<file path="config.mk">
export PLATFORM = sky130hd
export DESIGN_NAME = ordered_list_insert_delete_core
export DESIGN_NICKNAME = d
export VERILOG_FILES = /design/src/olid_pkg.sv /design/src/olid_ram.sv /design/src/olid_ctrl.sv /design/src/ordered_list_insert_delete_core.sv
export SDC_FILE = /design/constraint.sdc
export NUM_CORES = 1
export LEC_CHECK = 0
export BUFFER_PORTS_ARGS = -buffer_cell sky130_fd_sc_hd__buf_2
export CAP_MARGIN = 20
export CORE_MARGIN = 5
export CORE_UTILIZATION = 51
export DETAILED_ROUTE_END_ITERATION = 12
export GPL_TIMING_DRIVEN = 1
export HOLD_SLACK_MARGIN = 0.1
export PLACE_DENSITY = 0.67
export SYNTH_ARGS = -nofsm -noshare
export SYNTH_HDL_FRONTEND = slang
export SYNTH_SLANG_ARGS = --single-unit
</file>
<file path="constraint.sdc">
create_clock -name i_clk -period 9.6 [get_ports i_clk]
set_clock_uncertainty 0.05 [all_clocks]
set_input_delay 1.92 -clock i_clk [delete_from_list [all_inputs] [get_ports i_clk]]
set_output_delay 1.92 -clock i_clk [all_outputs]
set_load 0.02 [all_outputs]
</file>
<file path="src/olid_pkg.sv">
// ----------------------------------------------------------------------------
// olid_pkg
// types and constants of the ordered list block
// ----------------------------------------------------------------------------
package olid_pkg;

    localparam int CAPACITY = 32;
    localparam int ADDR_W   = $clog2(CAPACITY);
    localparam int CNT_W    = $clog2(CAPACITY + 1);
    localparam int DATA_W   = 32;

    typedef enum logic [1:0] {
        OP_INSERT = 2'd0,
        OP_DELETE = 2'd1,
        OP_READ   = 2'd2,
        OP_NONE   = 2'd3
    } t_opcode;

    typedef enum logic [2:0] {
        ST_OK    = 3'd0,
        ST_RANGE = 3'd1,
        ST_FULL  = 3'd2,
        ST_EMPTY = 3'd3,
        ST_NOKEY = 3'd4
    } t_status;

    typedef struct packed {
        t_status            status;
        logic [CNT_W-1:0]   count;
        logic [ADDR_W-1:0]  hit;
        logic [DATA_W-1:0]  value;
    } t_result;

    typedef struct packed {
        logic               we;
        logic [ADDR_W-1:0]  waddr;
        logic [DATA_W-1:0]  wdata;
        logic               re;
        logic [ADDR_W-1:0]  raddr;
    } t_mem_req;

endpackage

</file>
<file path="src/olid_ram.sv">
// ----------------------------------------------------------------------------
// olid_ram
// simple dual port ram, one write and one registered read per cycle
// ----------------------------------------------------------------------------
module olid_ram #(
    parameter int DATA_W = 32,
    parameter int DEPTH  = 32,
    parameter int ADDR_W = $clog2(DEPTH)
) (
    input  logic              i_clk,
    input  logic              i_we,
    input  logic [ADDR_W-1:0] i_waddr,
    input  logic [DATA_W-1:0] i_wdata,
    input  logic              i_re,
    input  logic [ADDR_W-1:0] i_raddr,
    output logic [DATA_W-1:0] o_rdata
);

    logic [DATA_W-1:0] r_mem [DEPTH];
    logic [DATA_W-1:0] r_rdata;

    always_ff @(posedge i_clk) begin
        if (i_we) begin
            r_mem[i_waddr] <= i_wdata;
        end
        if (i_re) begin
            r_rdata <= r_mem[i_raddr];
        end
    end

    assign o_rdata = r_rdata;

endmodule

</file>
<file path="src/olid_ctrl.sv">
// ----------------------------------------------------------------------------
// olid_ctrl
// sequencer: scans and shifts the list held in ram, keeps the entry count
// ----------------------------------------------------------------------------
module olid_ctrl (
    input  logic                           i_clk,
    input  logic                           i_rst_n,
    input  logic                           i_valid,
    output logic                           o_ready,
    input  logic [1:0]                     i_opcode,
    input  logic [5:0]                     i_position,
    input  logic signed [31:0]             i_value,
    output olid_pkg::t_mem_req             o_mem_req,
    input  logic [olid_pkg::DATA_W-1:0]    i_mem_rdata,
    output logic                           o_res_valid,
    input  logic                           i_res_ready,
    output olid_pkg::t_result              o_res
);
    import olid_pkg::*;

    typedef enum logic [2:0] {
        S_IDLE,
        S_INS,
        S_INS_END,
        S_INS_PUT,
        S_DEL_SCAN,
        S_DEL_SHIFT,
        S_RD_WAIT,
        S_EMIT
    } t_state;

    t_state             r_state, n_state;
    t_opcode            r_op, n_op;
    logic [5:0]         r_pos, n_pos;
    logic [DATA_W-1:0]  r_val, n_val;
    logic [CNT_W-1:0]   r_cnt, n_cnt;
    logic [CNT_W-1:0]   r_ptr, n_ptr;
    logic [ADDR_W-1:0]  r_rq, n_rq;
    logic               r_rvld, n_rvld;
    t_result            r_res, n_res;
    t_mem_req           mem_req;
    logic [CNT_W-1:0]   pos_ext;

    assign pos_ext = CNT_W'(i_position);

    always_comb begin
        n_state = r_state;
        n_op    = r_op;
        n_pos   = r_pos;
        n_val   = r_val;
        n_cnt   = r_cnt;
        n_ptr   = r_ptr;
        n_rq    = r_rq;
        n_rvld  = 1'b0;
        n_res   = r_res;
        mem_req = '0;

        unique case (r_state)
            S_IDLE: begin
                if (i_valid) begin
                    n_op  = t_opcode'(i_opcode);
                    n_pos = i_position;
                    n_val = i_value;
                    n_res = '{status: ST_RANGE, count: r_cnt, hit: '0, value: '0};
                    n_state = S_EMIT;
                    unique case (t_opcode'(i_opcode))
                        OP_INSERT: begin
                            if (pos_ext > r_cnt) begin
                                n_res.status = ST_RANGE;
                            end else if (r_cnt >= CNT_W'(CAPACITY)) begin
                                n_res.status = ST_FULL;
                            end else if (pos_ext == r_cnt) begin
                                n_state = S_INS_PUT;
                            end else begin
                                n_ptr   = r_cnt - 1'b1;
                                n_state = S_INS;
                            end
                        end
                        OP_DELETE: begin
                            if (r_cnt == '0) begin
                                n_res.status = ST_EMPTY;
                            end else begin
                                n_ptr   = '0;
                                n_state = S_DEL_SCAN;
                            end
                        end
                        OP_READ: begin
                            if (r_cnt == '0) begin
                                n_res.status = ST_EMPTY;
                            end else if (pos_ext >= r_cnt) begin
                                n_res.status = ST_RANGE;
                            end else begin
                                mem_req.re    = 1'b1;
                                mem_req.raddr = i_position[ADDR_W-1:0];
                                n_state       = S_RD_WAIT;
                            end
                        end
                        default: begin
                            n_res.status = ST_RANGE;
                        end
                    endcase
                end
            end
            // stream entries up: read ptr, write the previous read one place higher
            S_INS: begin
                if (r_rvld) begin
                    mem_req.we    = 1'b1;
                    mem_req.waddr = r_rq + 1'b1;
                    mem_req.wdata = i_mem_rdata;
                end
                mem_req.re    = 1'b1;
                mem_req.raddr = r_ptr[ADDR_W-1:0];
                n_rq   = r_ptr[ADDR_W-1:0];
                n_rvld = 1'b1;
                if (r_ptr == CNT_W'(r_pos)) begin
                    n_state = S_INS_END;
                end else begin
                    n_ptr = r_ptr - 1'b1;
                end
            end
            S_INS_END: begin
                mem_req.we    = 1'b1;
                mem_req.waddr = r_rq + 1'b1;
                mem_req.wdata = i_mem_rdata;
                n_state       = S_INS_PUT;
            end
            S_INS_PUT: begin
                mem_req.we    = 1'b1;
                mem_req.waddr = r_pos[ADDR_W-1:0];
                mem_req.wdata = r_val;
                n_cnt   = r_cnt + 1'b1;
                n_res   = '{status: ST_OK, count: r_cnt + 1'b1,
                            hit: r_pos[ADDR_W-1:0], value: '0};
                n_state = S_EMIT;
            end
            S_DEL_SCAN: begin
                if (r_rvld && (i_mem_rdata == r_val)) begin
                    n_res   = '{status: ST_OK, count: r_cnt - 1'b1,
                                hit: r_rq, value: i_mem_rdata};
                    n_ptr   = CNT_W'(r_rq) + 1'b1;
                    n_state = S_DEL_SHIFT;
                end else if (r_ptr == r_cnt) begin
                    n_res   = '{status: ST_NOKEY, count: r_cnt, hit: '0, value: '0};
                    n_state = S_EMIT;
                end else begin
                    mem_req.re    = 1'b1;
                    mem_req.raddr = r_ptr[ADDR_W-1:0];
                    n_rq   = r_ptr[ADDR_W-1:0];
                    n_rvld = 1'b1;
                    n_ptr  = r_ptr + 1'b1;
                end
            end
            // stream entries down over the removed slot
            S_DEL_SHIFT: begin
                if (r_rvld) begin
                    mem_req.we    = 1'b1;
                    mem_req.waddr = r_rq - 1'b1;
                    mem_req.wdata = i_mem_rdata;
                end
                if (r_ptr == r_cnt) begin
                    n_cnt   = r_cnt - 1'b1;
                    n_state = S_EMIT;
                end else begin
                    mem_req.re    = 1'b1;
                    mem_req.raddr = r_ptr[ADDR_W-1:0];
                    n_rq   = r_ptr[ADDR_W-1:0];
                    n_rvld = 1'b1;
                    n_ptr  = r_ptr + 1'b1;
                end
            end
            S_RD_WAIT: begin
                n_res   = '{status: ST_OK, count: r_cnt,
                            hit: r_pos[ADDR_W-1:0], value: i_mem_rdata};
                n_state = S_EMIT;
            end
            S_EMIT: begin
                if (i_res_ready) begin
                    n_state = S_IDLE;
                end
            end
            default: begin
                n_state = S_IDLE;
            end
        endcase
    end

    always_ff @(posedge i_clk) begin
        if (!i_rst_n) begin
            r_state <= S_IDLE;
            r_cnt   <= '0;
            r_rvld  <= 1'b0;
        end else begin
            r_state <= n_state;
            r_cnt   <= n_cnt;
            r_rvld  <= n_rvld;
        end
        r_op  <= n_op;
        r_pos <= n_pos;
        r_val <= n_val;
        r_ptr <= n_ptr;
        r_rq  <= n_rq;
        r_res <= n_res;
    end

    assign o_ready     = (r_state == S_IDLE);
    assign o_res_valid = (r_state == S_EMIT);
    assign o_res       = r_res;
    assign o_mem_req   = mem_req;

endmodule

</file>
<file path="src/ordered_list_insert_delete_core.sv">
// ----------------------------------------------------------------------------
// ordered_list_insert_delete_core
// bounded list of signed 32-bit values with insert, delete by key and read
// ----------------------------------------------------------------------------
// usage:
//   input channel i_valid/o_ready carries opcode, position and value; one
//   transaction per item. output channel o_valid/i_ready carries status,
//   new count, hit index and read value; exactly one result per item.
//   entries live in a 32 x 32 ram with a registered read. insert at position
//   p below the entry count n shifts the entries from p upward through the
//   ram read port, then writes the new value; an append only writes it.
//   delete compares entries up to the match, then moves each later entry
//   down one place; when the key is missing all n entries are compared.
//   read fetches the entry at the position; rejected items go straight to
//   the result. the ram's single read port allows one entry moved or
//   compared per cycle. a result sits in an output register, so the next
//   item is taken while the receiver stalls; the sequencer only waits when
//   a second result is ready before the first has left.
//   reset clears the entry count; ram contents need no clearing since only
//   entries below the count are ever read.
// ----------------------------------------------------------------------------
module ordered_list_insert_delete_core (
    input  logic               i_clk,
    input  logic               i_rst_n,
    input  logic               i_valid,
    output logic               o_ready,
    input  logic [1:0]         i_opcode,
    input  logic [5:0]         i_position,
    input  logic signed [31:0] i_value,
    output logic               o_valid,
    input  logic               i_ready,
    output logic [2:0]         o_status,
    output logic [5:0]         o_new_count,
    output logic [4:0]         o_hit_index,
    output logic signed [31:0] o_read_value
);
    import olid_pkg::*;

    t_mem_req           mem_req;
    logic [DATA_W-1:0]  mem_rdata;
    logic               res_valid;
    logic               res_ready;
    t_result            res;
    logic               r_ovld;
    t_result            r_out;

    olid_ram #(
        .DATA_W (DATA_W),
        .DEPTH  (CAPACITY),
        .ADDR_W (ADDR_W)
    ) u_ram (
        .i_clk   (i_clk),
        .i_we    (mem_req.we),
        .i_waddr (mem_req.waddr),
        .i_wdata (mem_req.wdata),
        .i_re    (mem_req.re),
        .i_raddr (mem_req.raddr),
        .o_rdata (mem_rdata)
    );

    olid_ctrl u_ctrl (
        .i_clk       (i_clk),
        .i_rst_n     (i_rst_n),
        .i_valid     (i_valid),
        .o_ready     (o_ready),
        .i_opcode    (i_opcode),
        .i_position  (i_position),
        .i_value     (i_value),
        .o_mem_req   (mem_req),
        .i_mem_rdata (mem_rdata),
        .o_res_valid (res_valid),
        .i_res_ready (res_ready),
        .o_res       (res)
    );

    // output register, free when empty or being taken this cycle
    assign res_ready = !r_ovld || i_ready;

    always_ff @(posedge i_clk) begin
        if (!i_rst_n) begin
            r_ovld <= 1'b0;
        end else if (res_ready) begin
            r_ovld <= res_valid;
        end
        if (res_ready && res_valid) begin
            r_out <= res;
        end
    end

    assign o_valid      = r_ovld;
    assign o_status     = r_out.status;
    assign o_new_count  = 6'(r_out.count);
    assign o_hit_index  = 5'(r_out.hit);
    assign o_read_value = r_out.value;

endmodule

</file>
==> reports/summary.log, run 1 <==
INFO  yosys          synth-main-ff-cell=edfxtp_1
INFO  status         run_status=complete, no violations
INFO  worst_setup_path critical_path_buf_inv_count=4
INFO  sta            slew_violations=0
INFO  detailed_routing route.final.wire_length=130,000um
INFO  flow_run       drv.max_cap_violation_count=0
INFO  sta            fin_crit_sh=0.583
INFO  yosys          asyncSetResetFlopFracSynth=0
INFO  clocking       clkSlewWorstSetupHoldPaths=0.06ns
INFO  clocking       tritoncts_clock_tree=yes
INFO  sta            final.setup.worst_slack=4.00ns
INFO  placed_design  pre_cts_ws=3.33ns
INFO  die            num_io_pins=92
INFO  layout         drive_above_1_share=0.113
INFO  power          leakage=0.0187uW
INFO  detailed_routing dr.max_layer_used=met4
INFO  clocking       clock_path_buffers=3
INFO  sta            report.final.hold_viol_count=0
INFO  detailed_routing drt.antenna.violating_nets=0
INFO  clocking       cts-root-buf=clkbuf_16
INFO  worst_setup_path cp_slowest_stage_delay=0.68ns
INFO  layout         finish.utilization=0.576
INFO  grt            grt_antenna_before_repair=1
INFO  yosys          synth_area_per_cell=13.8um2
INFO  yosys          post_synth_instance_area=48,700um2
INFO  clocking       insertion_delay_to_the_later_sink_of_the_worst_skew_pair=0.70ns
INFO  yosys          yosysUniqueCellTypes=68
INFO  layout         finish.net_count=3,670
INFO  clocking       tritoncts_num_sinks=1,208
INFO  yosys          yosysTopAreaCellShare=0.738
INFO  sta            fmax=179MHz
INFO  placed_design  hpwlAfterDp=70,900um
INFO  die            die_h=319um
INFO  worst_setup_path critical-path-top-delay-family=compound AO/OA/AOI/OAI gates
INFO  grt            grt_first_pass_wirelength=192,000um
INFO  yosys          post_synth_main_area_contributors=edfxtp_1 (74%), nand2_1 (7.0%), a21oi_1 (2.0%), and3_1 (1.4%), nand3_1 (1.4%)
INFO  sta            setup_tns=0ns
INFO  sta            min_period=5.60ns
INFO  detailed_routing detailroute.via_count=30,701
INFO  detailed_routing met2_length=61,400um
INFO  worst_setup_path cp_cell_sequence=buf_2, inv_1, ha_1, nand2b_1, a211oi_1, o31ai_1, nor2_2, a32oi_4, buf_4, buf_4, a21oi_1, a22oi_1, o22ai_1, or3_1, o41ai_2
INFO  layout         finish.cell_count_without_fillers=4,966
INFO  sta            timing.max_slew.rel_slack=0.268
INFO  yosys          synth.ff_latch_count=1,208
INFO  yosys          ys_seq_area_frac=0.743
INFO  yosys          postSynthNetCount=3,598
INFO  yosys          synth.cells.most_frequent=edfxtp_1 (1,197), nand2_1 (914), a21oi_1 (193)
INFO  sta            tightestPinTransition=1.10ns
INFO  detailed_routing avgRoutedWirePerCell=26.3um
INFO  clocking       postCtsSetupBuffers=0
INFO  die            core.rowCount=113
INFO  detailed_routing detailroute.wirelength.met3=13,900um
INFO  yosys          synth.largest_area_cell=edfxtp_1
INFO  clocking       hold_buffers=0
INFO  worst_setup_path crit_path_end_kind=flop
INFO  worst_setup_path crit_required=10.04ns
INFO  clocking       cts_max_level=3
INFO  detailed_routing drcViolationCount=0
INFO  grt            grt_max_degree=181
INFO  sta            setup_viol_count_final=0
INFO  die            core_region_area=94,900um2
INFO  sta            fin_worst_hold_slack=0.364ns
INFO  grt            groute.usage.overall=0.248
INFO  grt            via_count_of_the_first_global_routing_pass=29,022
INFO  worst_setup_path worst-setup-path-type=in -> reg
INFO  die            start_util=0.513
INFO  yosys          synth_edf_count=1,197
INFO  worst_setup_path cp_common_cell=buf_4
INFO  placed_design  placed_cells_incl_taps=4,741
INFO  die            die_area=102,000um2
INFO  detailed_routing drt_iter0_drc=4,533
INFO  detailed_routing drt_first_pass_iters=8
INFO  layout         areaGrowthSynthToFinish=12.2%
INFO  placed_design  port-buffer-count=91
INFO  clocking       cts_inserted_buffers=116
INFO  worst_setup_path cp-start-kind=primary input
INFO  layout         num_antenna_cells=0
INFO  worst_setup_path critical_path.max_fanout=51
INFO  power          peakVddDrop=311uV
INFO  grt            gr-total-overflow=0
INFO  detailed_routing routed_via_density=6.18
INFO  clocking       postCtsResizedCells=0
INFO  sta            grt_setup_unrepaired=false
INFO  worst_setup_path worst_ep_arrival_time=6.04ns
INFO  yosys          yosys.cell_count.top_type=edfxtp_1
INFO  yosys          synth_cells=3,536
INFO  worst_setup_path cp_slowest_cell=o31ai_1
INFO  yosys          ys.warnings.count=0
INFO  power          power_per_cell_area=327nW/um2
INFO  hold_path      worstHoldPathType=reg -> reg
INFO  detailed_routing routedLengthMet1=51,900um
INFO  placed_design  gp_routability_congestion=0.868
INFO  die            die_w=319um
report_power, final:
group / total (uW) / internal (uW) / switching (uW)
registers: 7330 / 6940 / 393
logic: 6160 / 1900 / 4260
clock network: 4410 / 2490 / 1920
layer usage:
metal	track usage	vias to the layer above
li1	-	13390
met5	0	-
met3	0.0454	239
met4	0.0705	0
met2	0.396	1756
met1	0.356	15316
sequential cells by signal, summed over array words and instances (netlist names):
name            cells
u_ram.r_mem      1024
u_ctrl.o_res       46
o_read_value       32
u_ctrl.r_val       32
u_ram.o_rdata      32
o_new_count         6
u_ctrl.r_cnt        6
u_ctrl.r_pos        6
u_ctrl.r_ptr        6
o_hit_index         5
u_ctrl.r_rq         5
o_status            3
u_ctrl.r_state      3
o_valid             1
u_ctrl.r_rvld       1
kinds of logic (layout without fill, tap and decap cells):
group	after synthesis	after routing	synth area share
XOR/XNOR	70	70	0.0126
buffers and inverters	242	407	0.0243
AO/OA/AOI/OAI	581	581	0.0839
adder cells (fa/ha/maj)	18	18	0.00462
flip-flops	1208	1208	0.743
multiplexers	36	36	0.00740
AND/OR/NAND/NOR	1381	1381	0.125
path summary, 6_finish.rpt:
check / from / end / slack (ns) / cells after the start
min reg2reg: u_ctrl.o_res[18] / o_read_value[18] / 0.36 / 0
min: u_ctrl.o_res[18] / o_read_value[18] / 0.36 / 0
max reg2reg: u_ctrl.r_state[2] / u_ram.o_rdata[12] / 4.32 / 12
max: i_position[0] / u_ram.o_rdata[6] / 4.00 / 15
metrics by stage:
step                area (um2)  total power, uW
detailed placement       50700            13400
finish                   54700            17900
floorplan                48700            11300
global route             54700            18600
global placement         50500            13200
CTS                      54300            17700
layout make-up:
type                            instances  area [um2]
Clock inverter                         79         652
Sequential cell                      1208       36200
Fill cell                            7270       40200
Tap cell                             1265        1580
Clock buffer                          132        2980
Timing Repair Buffer                  176        1530
Multi-Input combinational cell       2086       11700
Inverter                               20        75.1
worst register-to-register path, cell delays in order, from the launching register on:
cell	delay, ns
dfxtp_1	0.58
or3_4	0.48
inv_2	0.10
and2_2	0.80
nand3b_2	0.24
nor2_2	0.51
a32o_4	0.63
buf_4	0.72
a21oi_1	0.10
a22oi_1	0.22
o22ai_1	0.13
or3_1	0.47
o41ai_2	0.08
placed cells by master, fill, tap and decap left out, drive strengths merged, types with 18 or more instances in the layout:
cell    count
a21oi     194
a22o       39
a22oi      32
a311oi     65
a31oi      48
a32oi      35
and2       43
and3      112
buf       172
clkbuf    136
clkinv     62
edfxtp   1197
ha         18
inv        24
mux2i      36
nand2     919
nand3     132
nor2       71
nor4       37
o21ai      34
o22ai      65
or3        23
xnor2      46
xor2       24
No activity file was read; power rests on OpenSTA's default activity.
==> inputs of run 2 (changes only) <==
==> constraint.sdc (replaced) <==
create_clock -name i_clk -period 5.6 [get_ports i_clk]
set_clock_uncertainty 0.05 [all_clocks]
set_input_delay 1.12 -clock i_clk [delete_from_list [all_inputs] [get_ports i_clk]]
set_output_delay 1.12 -clock i_clk [all_outputs]
set_load 0.02 [all_outputs]
==> run 2 against run 1 <==
Against the previous run: non-clock buffer count up 60; die area unchanged; critical path depth down 4; sequential share of layout area decreased by 1.1 points; cell count rose by 1.4%; utilization is 1.0 points higher; power rose by 77%; first-iteration DRC count decreased by 12%; critical endpoint is now u_ram.o_rdata[26]; largest cell class unchanged; highest routed layer unchanged.
==> reports/summary.log, run 2 (synthesis results as in run 1) <==
INFO  status         run_status=complete, no violations [unchanged]
INFO  sta            setup_tns=0ns [unchanged]
INFO  die            die_area=102,000um2 [unchanged]
INFO  sta            timing.max_slew.rel_slack=0.201 [was 0.268]
INFO  layout         num_antenna_cells=0 [unchanged]
INFO  layout         final.fill_count=7,117 [was 7,270]
INFO  grt            via_count_of_the_first_global_routing_pass=29,327 [was 29,022]
INFO  die            die_w=319um [unchanged]
INFO  worst_setup_path crit_required=5.94ns [was 10.04 ns]
INFO  layout         largest_register_ffs=1,024 [unchanged]
INFO  grt            grt_first_pass_wirelength=190,000um [was 192,000 um]
INFO  placed_design  gp_routability_congestion=0.893 [was 0.868]
INFO  placed_design  placedInstanceArea=51,300um2 [was 50,700 um2]
INFO  clocking       cts_max_level=3 [unchanged]
INFO  layout         areaGrowthSynthToFinish=14.2% [was 12.2%]
INFO  sta            setup_viol_count_final=0 [unchanged]
INFO  worst_setup_path critical_path.max_fanout=20 [was 51]
INFO  layout         drive_above_1_share=0.129 [was 0.113]
INFO  power          comb_power_share=0.357 [was 0.344]
INFO  sta            min_period=4.99ns
INFO  detailed_routing route.final.wire_length=129,000um [was 130,000 um]
INFO  grt            gr-total-overflow=0 [unchanged]
INFO  clocking       clock_path_buffers=3 [unchanged]
INFO  power          peakVddDrop=427uV [was 311 uV]
INFO  worst_setup_path cp_slowest_cell=nor4_1 [was o31ai_1]
INFO  die            die_h=319um [unchanged]
INFO  sta            slew_violations=0 [unchanged]
INFO  die            core_region_area=94,900um2 [unchanged]
INFO  worst_setup_path regToRegEndpoint=u_ram.o_rdata[26] [was u_ram.o_rdata[12]]
INFO  die            num_io_pins=92 [unchanged]
INFO  worst_setup_path timing.reg2reg.setup_slack=0.61ns [was 4.32 ns]
INFO  worst_setup_path worst_setup_path_startpoint=u_ctrl.r_cnt[5] [was i_position[0]]
INFO  clocking       postCtsSetupBuffers=0 [unchanged]
INFO  layout         layout.cells.most_common_list=edfxtp_1 (1,197), nand2_1 (912), a21oi_1 (193) [unchanged]
INFO  sta            fmax=200MHz
INFO  worst_setup_path worst_ep_arrival_time=5.33ns [was 6.04 ns]
INFO  placed_design  hpwlAfterDp=76,000um [was 70,900 um]
INFO  worst_setup_path cp-endpoint=u_ram.o_rdata[26] [was u_ram.o_rdata[6]]
INFO  die            core.rowCount=113 [unchanged]
INFO  placed_design  port-buffer-count=91 [unchanged]
INFO  clocking       hold_buffers=0 [unchanged]
INFO  layout         layout_commonest_cell=edfxtp_1 [unchanged]
INFO  worst_setup_path cp-start-kind=flop [was primary input]
INFO  sta            final.setup.worst_slack=0.605ns [was 4.00 ns]
INFO  power          part_of_the_power_in_registers=0.394 [was 0.410]
INFO  placed_design  placed_cells_incl_taps=4,796 [was 4,741]
INFO  sta            report.final.hold_viol_count=0 [unchanged]
INFO  clocking       insertion_delay_to_the_later_sink_of_the_worst_skew_pair=0.71ns [was 0.70 ns]
INFO  power          leakage=0.0192uW [was 0.0187 uW]
INFO  worst_setup_path crit_path_end_kind=flop [unchanged]
INFO  detailed_routing drt_iter0_drc=4,005 [was 4,533]
INFO  worst_setup_path worst-setup-path-type=reg -> reg [was in -> reg]
INFO  detailed_routing detailroute.via_count=30,599 [was 30,701]
INFO  layout         finish.cell_count_without_fillers=5,034 [was 4,966]
INFO  power          power_per_cell_area=569nW/um2 [was 327 nW/um2]
INFO  hold_path      worstHoldPathType=reg -> reg [unchanged]
INFO  layout         fin_area=55,600um2 [was 54,700 um2]
INFO  power          switching_share=0.367 [about the same]
INFO  detailed_routing drcViolationCount=0 [unchanged]
INFO  power          p_int=20,000uW [was 11,300 uW]
INFO  grt            grt_antenna_before_repair=0 [was 1]
INFO  grt            grt_max_degree=86 [was 181]
INFO  die            start_util=0.513 [unchanged]
INFO  sta            fin_crit_sh=0.892
INFO  clocking       cts_inserted_buffers=118 [was 116]
INFO  worst_setup_path reg2reg_from=u_ctrl.r_cnt[5] [was u_ctrl.r_state[2]]
INFO  sta            tightestPinTransition=1.19ns [was 1.10 ns]
INFO  sta            grt_setup_unrepaired=false [unchanged]
INFO  clocking       tritoncts_clock_tree=yes [unchanged]
INFO  power          power.share.clock=0.248 [was 0.246]
INFO  grt            groute.usage.overall=0.247 [was 0.248]
INFO  worst_setup_path cell_count_of_the_worst_reg_to_reg_path=11 [was 12]
INFO  clocking       clkSlewWorstSetupHoldPaths=0.07ns [was 0.06 ns]
INFO  worst_setup_path cp_slowest_stage_delay=1.02ns [was 0.68 ns]
INFO  layout         regMostFlops=u_ram.r_mem [unchanged]
INFO  detailed_routing drt.antenna.violating_nets=0 [unchanged]
INFO  clocking       postCtsResizedCells=0 [unchanged]
INFO  sta            fin_worst_hold_slack=0.364ns [about the same]
INFO  layout         finish.net_count=3,732 [was 3,670]
INFO  clocking       tritoncts_num_sinks=1,208 [unchanged]
INFO  worst_setup_path cp_cell_sequence=inv_1, ha_1, nand3_1, o31ai_1, nor2_2, a32o_4, nand2_2, buf_4, a311oi_1, nor4_1, o22ai_1 [was buf_2, inv_1, ha_1, nand2b_1, a211oi_1, o31ai_1, nor2_2, a32oi_4, buf_4, buf_4, a21oi_1, a22oi_1, o22ai_1, or3_1, o41ai_2]
INFO  power          p_sw=11,600uW [was 6580 uW]
INFO  placed_design  pre_cts_ws=0.149ns [was 3.33 ns]
INFO  detailed_routing avgRoutedWirePerCell=25.7um [was 26.3 um]
INFO  detailed_routing drt_first_pass_iters=7 [was 8]
INFO  detailed_routing routed_via_density=6.08 [was 6.18]
INFO  flow_run       drv.max_cap_violation_count=0 [unchanged]
INFO  clocking       cts-root-buf=clkbuf_16 [unchanged]
[run 2: changes by cell type in the layout (fill, tap and decap cells not counted), sizes merged]
cell	delta
buf	+61
clkinvlp	-1
bufinv	+2
clkinv	-7
inv	-1
clkbuf	+14
[run 2: how the worst min path moves through the flow]
stage,end,slack (ns),start,cells past startpoint
after global placement,o_read_value[20],0.35,u_ctrl.o_res[20],0
after floorplan,o_hit_index[0],0.35,u_ctrl.o_res[32],0
after global routing,o_new_count[4],0.38,u_ctrl.o_res[41],0
after CTS,o_hit_index[3],0.36,u_ctrl.o_res[35],0
after detailed placement,o_hit_index[2],0.35,u_ctrl.o_res[34],0
final,o_hit_index[3],0.36,u_ctrl.o_res[35],0
[run 2: critical path, delay by kind of cell, from the launching register on]
kind	cells	cell delay (ns)
AND/OR/NAND/NOR	4	1.59
AO/OA/AOI/OAI	4	1.50
buffers and inverters	2	0.62
flip-flops	1	0.53
adder cells (fa/ha/maj)	1	0.34
[run 2: cell type report]
cell class / count / area (um2) / area share
flip-flops and latches: 1208 / 36200 / 0.650
repair buffers: 236 / 2270 / 0.0408
clock inverters: 72 / 768 / 0.0138
clock buffers: 147 / 3090 / 0.0556
multi-input cells: 2086 / 11700 / 0.210
inverters: 20 / 75.1 / 0.00135
well taps: 1265 / 1580 / 0.0285
[run 2: per-layer routing]
| layer | track usage | wire length [um] | vias up | share of wire |
|---|---|---|---|---|
| met5 | 0 | 0 | - | 0 |
| met4 | 0.0757 | 4180 | 0 | 0.032 |
| met3 | 0.0436 | 12300 | 235 | 0.095 |
| met2 | 0.395 | 60600 | 1543 | 0.47 |
| met1 | 0.351 | 52300 | 15315 | 0.40 |
| li1 | - | - | 13506 | - |
[run 2: stage by stage]
| step | total power, uW | utilization |
|---|---|---|
| after CTS | 31300 | 0.581 |
| after global placement | 23200 | 0.540 |
| final | 31700 | 0.586 |
| after floorplan | 19400 | - |
| after global routing | 33000 | 0.586 |
| after detailed placement | 23500 | 0.541 |
[run 2: power by group through the flow]
stage	clock, uW	sequential (uW)	combinational (uW)
3_5_place_dp	0	12700	10800
2_1_floorplan	0	12300	7120
5_1_grt	8360	12500	12100
3_3_place_gp	0	12700	10500
4_1_cts	7950	12500	10800
6_report	7860	12500	11300
